[config.mk]
export PLATFORM = sky130hd
export DESIGN_NAME = dxt_mip_chain_vertical_flip_top
export DESIGN_NICKNAME = d
export VERILOG_FILES = /design/src/rtl/dxtf_pkg.sv /design/src/rtl/dxtf_walk.sv /design/src/rtl/dxtf_out.sv /design/src/rtl/dxt_mip_chain_vertical_flip_top.sv
export SDC_FILE = /design/constraint.sdc
export NUM_CORES = 2
export LEC_CHECK = 0
export BUFFER_PORTS_ARGS = -buffer_cell sky130_fd_sc_hd__buf_2
export CELL_PAD_IN_SITES_DETAIL_PLACEMENT = 1
export CELL_PAD_IN_SITES_GLOBAL_PLACEMENT = 1
export CORE_MARGIN = 5
export CORE_UTILIZATION = 50
export CTS_BUF_LIST = sky130_fd_sc_hd__clkbuf_8
export DETAILED_ROUTE_END_ITERATION = 10
export GPL_TIMING_DRIVEN = 0
export HOLD_SLACK_MARGIN = 0.06
export PLACE_DENSITY = 0.88
export SLEW_MARGIN = 20
export SYNTH_ARGS = -nofsm -noshare
export SYNTH_HDL_FRONTEND = slang
export SYNTH_HIERARCHICAL = 1
export SYNTH_SLANG_ARGS = --single-unit
[constraint.sdc]
create_clock -name clk -period 12.6 [get_ports clk]
set_input_delay 1.26 -clock clk [delete_from_list [all_inputs] [get_ports clk]]
set_output_delay 1.26 -clock clk [all_outputs]
set_load 0.005 [all_outputs]
[src/rtl/dxtf_pkg.sv]
`timescale 1ns / 1ps

package dxtf_pkg;

    // sizes fixed by the field widths
    localparam int SIDE_W   = 15;
    localparam int LEVEL_W  = 4;
    localparam int INDEX_W  = 29;
    localparam int FMT_W    = 3;
    localparam int CFG_IDX_W = 2;

    localparam int DEF_MAX_SIDE   = 16384;
    localparam int DEF_MAX_LEVELS = 15;

    // pixel format codes, six and seven behave as two-byte pixels
    localparam logic [FMT_W-1:0] FMT_DXT1  = 3'd0;
    localparam logic [FMT_W-1:0] FMT_DXT3  = 3'd1;
    localparam logic [FMT_W-1:0] FMT_DXT5  = 3'd2;
    localparam logic [FMT_W-1:0] FMT_PIX32 = 3'd3;
    localparam logic [FMT_W-1:0] FMT_PIX24 = 3'd4;
    localparam logic [FMT_W-1:0] FMT_PIX16 = 3'd5;

    // register indexes
    localparam logic [CFG_IDX_W-1:0] CFG_FORMAT = 2'd0;
    localparam logic [CFG_IDX_W-1:0] CFG_WIDTH  = 2'd1;
    localparam logic [CFG_IDX_W-1:0] CFG_HEIGHT = 2'd2;
    localparam logic [CFG_IDX_W-1:0] CFG_LEVELS = 2'd3;

    typedef enum logic [1:0] {
        ROW_KEEP    = 2'd0,
        ROW_REVERSE = 2'd1,
        ROW_SWAP    = 2'd2
    } row_mode_t;

    typedef struct packed {
        logic [63:0] unit_low;
        logic [63:0] unit_high;
    } in_item_t;

    typedef struct packed {
        logic [INDEX_W-1:0] dest_index;
        logic [63:0]        flipped_low;
        logic [63:0]        flipped_high;
        logic               chain_end;
    } out_item_t;

    // where one unit sits in the chain, taken at acceptance
    typedef struct packed {
        logic [FMT_W-1:0]   fmt;
        row_mode_t          mode;
        logic [SIDE_W-1:0]  rrow;
        logic [SIDE_W-1:0]  across;
        logic [SIDE_W-1:0]  col;
        logic [INDEX_W-1:0] level_start;
        logic               last;
    } unit_pos_t;

endpackage

[src/rtl/dxtf_walk.sv]
`timescale 1ns / 1ps

module dxtf_walk
    import dxtf_pkg::*;
#(
    parameter int MAX_SIDE   = DEF_MAX_SIDE,
    parameter int MAX_LEVELS = DEF_MAX_LEVELS
)
(
    input  logic                 clk,
    input  logic                 rst_n,
    input  logic                 cfg_write,
    input  logic [CFG_IDX_W-1:0] cfg_index,
    input  logic [SIDE_W-1:0]    cfg_data,
    input  logic                 advance,
    output unit_pos_t            pos
);

    logic [FMT_W-1:0]   fmt_reg, fmt_next;
    logic [SIDE_W-1:0]  base_w_reg, base_w_next;
    logic [SIDE_W-1:0]  base_h_reg, base_h_next;
    logic [LEVEL_W-1:0] mips_reg, mips_next;

    logic [LEVEL_W-1:0] level_reg, level_next;
    logic [SIDE_W-1:0]  lw_reg, lw_next;
    logic [SIDE_W-1:0]  lh_reg, lh_next;
    logic [SIDE_W-1:0]  row_reg, row_next;
    logic [SIDE_W-1:0]  col_reg, col_next;
    logic [INDEX_W-1:0] start_reg, start_next;
    logic [INDEX_W-1:0] units_reg, units_next;

    logic               dxt;
    logic [SIDE_W:0]    w_plus, h_plus;
    logic [SIDE_W-1:0]  across, rows;
    logic [LEVEL_W-1:0] levels;
    logic [LEVEL_W:0]   level_inc;
    logic               col_end, row_end, chain_done;
    row_mode_t          mode;

    function automatic logic [SIDE_W-1:0] clamp_side(input logic [SIDE_W-1:0] v);
        logic [SIDE_W-1:0] r;
        r = v;
        if (v == '0)
            r = SIDE_W'(1);
        else if (v > SIDE_W'(MAX_SIDE))
            r = SIDE_W'(MAX_SIDE);
        return r;
    endfunction

    function automatic logic [SIDE_W-1:0] halve(input logic [SIDE_W-1:0] v);
        return (v > SIDE_W'(1)) ? (v >> 1) : SIDE_W'(1);
    endfunction

    assign dxt    = (fmt_reg == FMT_DXT1) || (fmt_reg == FMT_DXT3) || (fmt_reg == FMT_DXT5);
    assign w_plus = {1'b0, lw_reg} + (SIDE_W+1)'(3);
    assign h_plus = {1'b0, lh_reg} + (SIDE_W+1)'(3);
    assign across = dxt ? {1'b0, w_plus[SIDE_W:2]} : lw_reg;
    assign rows   = dxt ? {1'b0, h_plus[SIDE_W:2]} : lh_reg;

    always_comb
    begin
        if (mips_reg == '0)
            levels = LEVEL_W'(1);
        else if (mips_reg > LEVEL_W'(MAX_LEVELS))
            levels = LEVEL_W'(MAX_LEVELS);
        else
            levels = mips_reg;
    end

    always_comb
    begin
        if (lh_reg >= SIDE_W'(4))
            mode = ROW_REVERSE;
        else if (lh_reg == SIDE_W'(2))
            mode = ROW_SWAP;
        else
            mode = ROW_KEEP;
    end

    assign level_inc  = {1'b0, level_reg} + (LEVEL_W+1)'(1);
    assign col_end    = (col_reg + SIDE_W'(1)) == across;
    assign row_end    = (row_reg + SIDE_W'(1)) == rows;
    assign chain_done = level_inc >= {1'b0, levels};

    assign pos.fmt         = fmt_reg;
    assign pos.mode        = mode;
    assign pos.rrow        = rows - SIDE_W'(1) - row_reg;
    assign pos.across      = across;
    assign pos.col         = col_reg;
    assign pos.level_start = start_reg;
    assign pos.last        = chain_done && row_end && col_end;

    always_comb
    begin
        fmt_next    = fmt_reg;
        base_w_next = base_w_reg;
        base_h_next = base_h_reg;
        mips_next   = mips_reg;
        level_next  = level_reg;
        lw_next     = lw_reg;
        lh_next     = lh_reg;
        row_next    = row_reg;
        col_next    = col_reg;
        start_next  = start_reg;
        units_next  = units_reg;

        if (cfg_write)
        begin
            unique case (cfg_index)
                CFG_FORMAT: fmt_next    = cfg_data[FMT_W-1:0];
                CFG_WIDTH:  base_w_next = cfg_data;
                CFG_HEIGHT: base_h_next = cfg_data;
                CFG_LEVELS: mips_next   = cfg_data[LEVEL_W-1:0];
                default:    fmt_next    = fmt_reg;
            endcase
            // any write restarts the walk on the new base size
            level_next = '0;
            lw_next    = clamp_side(base_w_next);
            lh_next    = clamp_side(base_h_next);
            row_next   = '0;
            col_next   = '0;
            start_next = '0;
            units_next = '0;
        end
        else if (advance)
        begin
            units_next = units_reg + INDEX_W'(1);
            col_next   = col_reg + SIDE_W'(1);
            if (col_end)
            begin
                col_next = '0;
                row_next = row_reg + SIDE_W'(1);
                if (row_end)
                begin
                    row_next   = '0;
                    level_next = level_inc[LEVEL_W-1:0];
                    start_next = units_next;
                    lw_next    = halve(lw_reg);
                    lh_next    = halve(lh_reg);
                    if (chain_done)
                    begin
                        level_next = '0;
                        lw_next    = clamp_side(base_w_reg);
                        lh_next    = clamp_side(base_h_reg);
                        start_next = '0;
                        units_next = '0;
                    end
                end
            end
        end
    end

    always_ff @(posedge clk or negedge rst_n)
    begin
        if (!rst_n)
        begin
            fmt_reg    <= FMT_DXT1;
            base_w_reg <= SIDE_W'(1);
            base_h_reg <= SIDE_W'(1);
            mips_reg   <= LEVEL_W'(1);
            level_reg  <= '0;
            lw_reg     <= SIDE_W'(1);
            lh_reg     <= SIDE_W'(1);
            row_reg    <= '0;
            col_reg    <= '0;
            start_reg  <= '0;
            units_reg  <= '0;
        end
        else
        begin
            fmt_reg    <= fmt_next;
            base_w_reg <= base_w_next;
            base_h_reg <= base_h_next;
            mips_reg   <= mips_next;
            level_reg  <= level_next;
            lw_reg     <= lw_next;
            lh_reg     <= lh_next;
            row_reg    <= row_next;
            col_reg    <= col_next;
            start_reg  <= start_next;
            units_reg  <= units_next;
        end
    end

    // the walk never leaves the current level's grid
    a_col_in_level: assert property (@(posedge clk) disable iff (!rst_n)
        col_reg < across)
        else $error("column count outside level");

    a_row_in_level: assert property (@(posedge clk) disable iff (!rst_n)
        row_reg < rows)
        else $error("row count outside level");

endmodule

[src/rtl/dxtf_out.sv]
`timescale 1ns / 1ps

module dxtf_out
    import dxtf_pkg::*;
(
    input  logic      clk,
    input  logic      rst_n,
    input  logic      stage_valid,
    input  in_item_t  stage_item,
    input  unit_pos_t stage_pos,
    output logic      take,
    output logic      out_valid,
    input  logic      out_stall,
    output out_item_t out_item
);

    logic        out_valid_reg;
    out_item_t   out_item_reg, out_item_next;
    logic [2*SIDE_W-1:0] row_offset;
    logic [63:0] lo, hi;

    // four 8-bit rows in a 32-bit word
    function automatic logic [31:0] flip8(input logic [31:0] v, input row_mode_t m);
        logic [31:0] r;
        case (m)
            ROW_REVERSE: r = {v[7:0], v[15:8], v[23:16], v[31:24]};
            ROW_SWAP:    r = {v[31:16], v[7:0], v[15:8]};
            default:     r = v;
        endcase
        return r;
    endfunction

    function automatic logic [63:0] flip16(input logic [63:0] v, input row_mode_t m);
        logic [63:0] r;
        case (m)
            ROW_REVERSE: r = {v[15:0], v[31:16], v[47:32], v[63:48]};
            ROW_SWAP:    r = {v[63:32], v[15:0], v[31:16]};
            default:     r = v;
        endcase
        return r;
    endfunction

    function automatic logic [47:0] flip12(input logic [47:0] v, input row_mode_t m);
        logic [47:0] r;
        case (m)
            ROW_REVERSE: r = {v[11:0], v[23:12], v[35:24], v[47:36]};
            ROW_SWAP:    r = {v[47:24], v[11:0], v[23:12]};
            default:     r = v;
        endcase
        return r;
    endfunction

    assign lo = stage_item.unit_low;
    assign hi = stage_item.unit_high;

    assign row_offset = (2*SIDE_W)'(stage_pos.rrow) * (2*SIDE_W)'(stage_pos.across);

    always_comb
    begin
        out_item_next.dest_index   = stage_pos.level_start + row_offset[INDEX_W-1:0]
                                     + INDEX_W'(stage_pos.col);
        out_item_next.chain_end    = stage_pos.last;
        out_item_next.flipped_high = '0;
        case (stage_pos.fmt)
            FMT_DXT1:
                out_item_next.flipped_low = {flip8(lo[63:32], stage_pos.mode), lo[31:0]};
            FMT_DXT3:
            begin
                out_item_next.flipped_low  = flip16(lo, stage_pos.mode);
                out_item_next.flipped_high = {flip8(hi[63:32], stage_pos.mode), hi[31:0]};
            end
            FMT_DXT5:
            begin
                out_item_next.flipped_low  = {flip12(lo[63:16], stage_pos.mode), lo[15:0]};
                out_item_next.flipped_high = {flip8(hi[63:32], stage_pos.mode), hi[31:0]};
            end
            FMT_PIX32: out_item_next.flipped_low = {32'd0, lo[31:0]};
            FMT_PIX24: out_item_next.flipped_low = {40'd0, lo[23:0]};
            default:   out_item_next.flipped_low = {48'd0, lo[15:0]};
        endcase
    end

    // output register frees up when empty or being taken
    assign take = !out_valid_reg || !out_stall;

    always_ff @(posedge clk or negedge rst_n)
    begin
        if (!rst_n)
            out_valid_reg <= 1'b0;
        else if (take)
            out_valid_reg <= stage_valid;
    end

    always_ff @(posedge clk)
    begin
        if (take && stage_valid)
            out_item_reg <= out_item_next;
    end

    assign out_valid = out_valid_reg;
    assign out_item  = out_item_reg;

    a_pixel_high_zero: assert property (@(posedge clk) disable iff (!rst_n)
        (take && stage_valid && stage_pos.fmt != FMT_DXT3 && stage_pos.fmt != FMT_DXT5)
        |=> out_item_reg.flipped_high == '0)
        else $error("upper half not cleared");

endmodule

[src/rtl/dxt_mip_chain_vertical_flip_top.sv]
`timescale 1ns / 1ps

// channel | direction | handshake            | payload
// in      | input     | in_valid / in_stall  | in_item (unit_low, unit_high)
// out     | output    | out_valid / out_stall| out_item (dest_index, flipped_*, chain_end)
// cfg     | input     | cfg_valid / cfg_ready| cfg_index, cfg_data
//
// one item per cycle sustained while out_stall is low; an accepted item passes through
// the input stage register, then the result register holding the multiply-add and row permutation
// the mip walk counters advance at acceptance, so no loop limits the rate
// rst_n clears valids, config registers and the walk; payload registers are not reset
// in_stall rises only when both stages are full and out_stall is high
// cfg_ready is always high; any write restarts the walk at the top level

module dxt_mip_chain_vertical_flip_top
    import dxtf_pkg::*;
#(
    parameter int MAX_SIDE   = DEF_MAX_SIDE,
    parameter int MAX_LEVELS = DEF_MAX_LEVELS
)
(
    input  logic                 clk,
    input  logic                 rst_n,
    input  logic                 in_valid,
    output logic                 in_stall,
    input  in_item_t             in_item,
    output logic                 out_valid,
    input  logic                 out_stall,
    output out_item_t            out_item,
    input  logic                 cfg_valid,
    output logic                 cfg_ready,
    input  logic [CFG_IDX_W-1:0] cfg_index,
    input  logic [SIDE_W-1:0]    cfg_data
);

    logic      in_accept;
    logic      take;
    unit_pos_t pos;

    // input stage: the item plus its place in the chain
    logic      stage_valid_reg;
    in_item_t  stage_item_reg;
    unit_pos_t stage_pos_reg;

    assign cfg_ready = 1'b1;
    assign in_stall  = stage_valid_reg && !take;
    assign in_accept = in_valid && !in_stall;

    // walk counters, snapshot taken at acceptance
    dxtf_walk #(
        .MAX_SIDE   (MAX_SIDE),
        .MAX_LEVELS (MAX_LEVELS)
    ) u_walk (
        .clk       (clk),
        .rst_n     (rst_n),
        .cfg_write (cfg_valid && cfg_ready),
        .cfg_index (cfg_index),
        .cfg_data  (cfg_data),
        .advance   (in_accept),
        .pos       (pos)
    );

    // an empty stage loads even while the result register is held
    always_ff @(posedge clk or negedge rst_n)
    begin
        if (!rst_n)
            stage_valid_reg <= 1'b0;
        else if (take || !stage_valid_reg)
            stage_valid_reg <= in_accept;
    end

    always_ff @(posedge clk)
    begin
        if (in_accept)
        begin
            stage_item_reg <= in_item;
            stage_pos_reg  <= pos;
        end
    end

    // index arithmetic, block row permutation and the result register
    dxtf_out u_out (
        .clk         (clk),
        .rst_n       (rst_n),
        .stage_valid (stage_valid_reg),
        .stage_item  (stage_item_reg),
        .stage_pos   (stage_pos_reg),
        .take        (take),
        .out_valid   (out_valid),
        .out_stall   (out_stall),
        .out_item    (out_item)
    );

    // back pressure only when the input stage holds an item it cannot pass on
    a_stall_needs_item: assert property (@(posedge clk) disable iff (!rst_n)
        in_stall |-> stage_valid_reg && out_valid && out_stall)
        else $error("stall without full pipeline");

    // an accepted item is always in the input stage on the next cycle
    a_accept_lands: assert property (@(posedge clk) disable iff (!rst_n)
        in_accept |=> stage_valid_reg)
        else $error("accepted item lost");

endmodule

==> flow_summary.json <==
{
  "finalHoldViolations": 0,
  "drv_cap": 0,
  "synth_cells": 3250,
  "fin_worst_skew_ns": 0.07612,
  "syn2layout_area_growth_pct": 14.16,
  "place.gp.congestion": 0.9966,
  "syn_area_mm2": 0.03417,
  "min_period_over_period_pct": 53.84,
  "finalMaxSlewViolations": 0,
  "core_area_mm2": 0.06751,
  "portBuffers": 308,
  "die_y_um": 271.4,
  "clockRootBuffer": "clkbuf_8",
  "layout-drive-gt1-share_pct": 15.08,
  "ys_warn_count": 6,
  "layout.nets": 4137,
  "largest_reg_flops": 158,
  "synth_area_per_cell_um2": 10.52,
  "cts_repair_resize_count": 0,
  "via_per_inst": 6.239,
  "routed_wl_um": 124400,
  "fmax_ghz": 0.1474,
  "cts.reportedPaths.clkPinSlew_ns": 0.08,
  "drt_first_iter_violations": 3115,
  "grt_max_degree": 91,
  "grt_pass1_vias": 30758,
  "worstMarginPinSlew_ns": 1.182,
  "synth.net_count": 3726,
  "wl_per_cell_um": 26.91,
  "clock_path_buffers": 3,
  "first_pass_iters": 7,
  "grt_pass1_wl_um": 186400,
  "grt_usage_pct": 32.66,
  "hpwlAfterDp_um": 91640,
  "num_io_pins": 311,
  "required_ns": 13.09,
  "max_slew_margin_pct": 21.23,
  "setup_viol": 0,
  "antenna_found_initial": 13,
  "drc_errors": 0,
  "synthDistinctLibCells": 96,
  "ys_seq_elements": 527,
  "cts_num_sinks": 527,
  "ant_nets": 0,
  "grt_setup_unrepaired": "no",
  "cts_buffers": 92,
  "status": "completed",
  "via_count": 28835,
  "worstSetupPathType": "register to register",
  "hp-class": "register to register",
  "start_util_pct": 50.62,
  "crit_path_end_kind": "register",
  "cp_max_fo": 10,
  "crit_arrival_ns": 7.27,
  "cts_hold_buf": 0,
  "finalSetupTns_ns": 0,
  "timing.final.crit_period_ns": 6.783,
  "dieArea_mm2": 0.07368,
  "htree_levels": 3,
  "synth_ff_type": "edfxtp_1",
  "synth_edf_count": 366,
  "worstSkewPairLatency_ns": 0.75,
  "post-cts-setup-buffer-count": 0,
  "ys_async_sr_fraction_pct": 30.55,
  "std_cell_rows": 95,
  "overflow": 0,
  "cts_tree": "done",
  "startpoint_type": "register",
  "fp.dieW_um": 271.4,
  "yosysSeqAreaShare_pct": 43.97
}
synthesized netlist by cell type (14+ instances only):
master      n  area (um^2)
buf_1      14        52.55
o22ai_1    58        362.9
a22oi_1    94        705.7
fa_1      209         4184
o21ai_0    74        370.4
xor2_1     32        280.3
nand2_1   270         1013
a31oi_1    27        168.9
nor4_1     32        200.2
a22o_1     37        324.1
mux2i_1    43        430.4
a21o_1     24        180.2
nor2b_1    73        456.7
edfxtp_1  366        10990
mux2_2     39        439.2
o21ai_1    17        85.08
nor3_1     69        345.3
xnor2_1    75        656.9
nor2_1    178        668.1
inv_1     381         1430
a21oi_1   155        775.7
ha_1      117         1464
clkbuf_1  144        540.5
nand2b_1   16        100.1
dfrtp_1   156         3904
nand3_1    58        290.3
and2_1    129        807.0
a221oi_1   20        175.2
nand4_1    34        212.7
and3_1     23        143.9
buf_2      34        170.2
o211ai_1   14        105.1
or3_1      22        137.6
worst max-delay path, stage by stage (launching register included):
cell and delay, ns:
edfxtp_1 0.63, clkbuf_1 0.55, nand2_1 0.17, fa_1 0.57, inv_1 0.07, fa_1 0.40, inv_1 0.10, fa_1 0.45
inv_1 0.10, fa_1 0.45, fa_1 0.56, inv_1 0.06, fa_1 0.53, inv_1 0.04, ha_1 0.39, nand4_1 0.16
nor3_1 0.18, a21boi_1 0.36, o21ai_2 0.17, a31oi_1 0.33, o22ai_2 0.14, xnor2_1 0.16
per-stage QoR:
| step | utilization, % | hold WS [ns] | cell area [um^2] | setup slack, ns | std cells |
|---|---|---|---|---|---|
| after floorplan | - | 0.4003 | 34170 | 6.827 | 3250 |
| after global placement | 54.52 | 0.4229 | 36810 | 4.872 | 4431 |
| after detailed placement | 54.90 | 0.4074 | 37070 | 5.876 | 4440 |
| after CTS | 57.74 | 0.4067 | 38980 | 5.887 | 4612 |
| after global routing | 57.78 | 0.4191 | 39010 | 5.614 | 4622 |
| final | 57.78 | 0.4088 | 39010 | 5.817 | 4622 |
cells by family (layout without fill, tap and decap cells):
logic type | count (synthesis) | after routing | synth area share, %
AOI/OAI and AO/OA | 648 | 648 | 12.96
xor gates and xnor gates | 107 | 107 | 2.742
adders and majority gates | 330 | 330 | 16.64
buffers and inverters | 583 | 1072 | 6.674
DFF | 527 | 527 | 43.97
muxes | 82 | 82 | 2.545
other | 1 | 11 | 0.01097
and+or+nand+nor | 972 | 972 | 14.45
per-layer routing:
metal  vias up  part of all wire [%]  global-route usage (%)
met3       477                   8.8                   6.862
met1     14475                    38                   40.85
met5         -                 0.022                       0
met2      1659                    48                   54.36
met4         4                   5.7                   15.85
li1      12220                     -                       -
final timing paths:
check,startpoint,to,slack [ns],cells after the start
min in group asynchronous,rst_n,u_walk/col_reg[7],0.58,2
min reg2reg,u_walk/start_reg[17],stage_pos_reg[18],0.41,0
min,u_walk/start_reg[17],stage_pos_reg[18],0.41,0
max,stage_pos_reg[63],u_out/out_item[155],5.82,21
max in group asynchronous,rst_n,u_walk/mips_reg[0],11.24,3
max reg2reg,stage_pos_reg[63],u_out/out_item[155],5.82,21
cell usage in the layout (no fill, tap or decap), types with 12 or more instances in the layout:
| cell | count |
|---|---|
| nor4_1 | 30 |
| nand4_1 | 34 |
| o21ai_0 | 74 |
| nand3_1 | 58 |
| clkinv_2 | 12 |
| nor2b_1 | 73 |
| and2_1 | 128 |
| nand2_1 | 270 |
| a31oi_1 | 27 |
| clkbuf_8 | 102 |
| o22ai_1 | 58 |
| clkbuf_1 | 144 |
| and3_1 | 23 |
| a222oi_1 | 12 |
| dfrtp_1 | 156 |
| mux2i_1 | 43 |
| nand2b_1 | 16 |
| mux2_2 | 39 |
| nor3_1 | 69 |
| a22o_1 | 37 |
| edfxtp_1 | 366 |
| xor2_1 | 32 |
| buf_1 | 14 |
| or3_1 | 22 |
| ha_1 | 117 |
| fa_1 | 209 |
| xnor2_1 | 75 |
| a221oi_1 | 20 |
| a21oi_1 | 155 |
| o21ai_1 | 17 |
| a22oi_1 | 94 |
| buf_2 | 341 |
| inv_1 | 407 |
| clkinv_1 | 18 |
| nor2_1 | 178 |
| o211ai_1 | 14 |
| a21o_1 | 24 |
| nor3b_1 | 13 |
layout make-up:
type	instances	area, um^2
multi-input combinational	2140	16880
clock inverter	70	510.5
tap	873	1092
inverter	382	1434
sequential	527	15030
antenna	10	25.02
clock buffer	102	1404
fill	7497	28500
timing repair buffer	317	1792
buffer	201	847.1
Power is left out: the tool's default activity adds up to more than one toggle a clock period on the data nets, which glitch-free logic cannot reach.
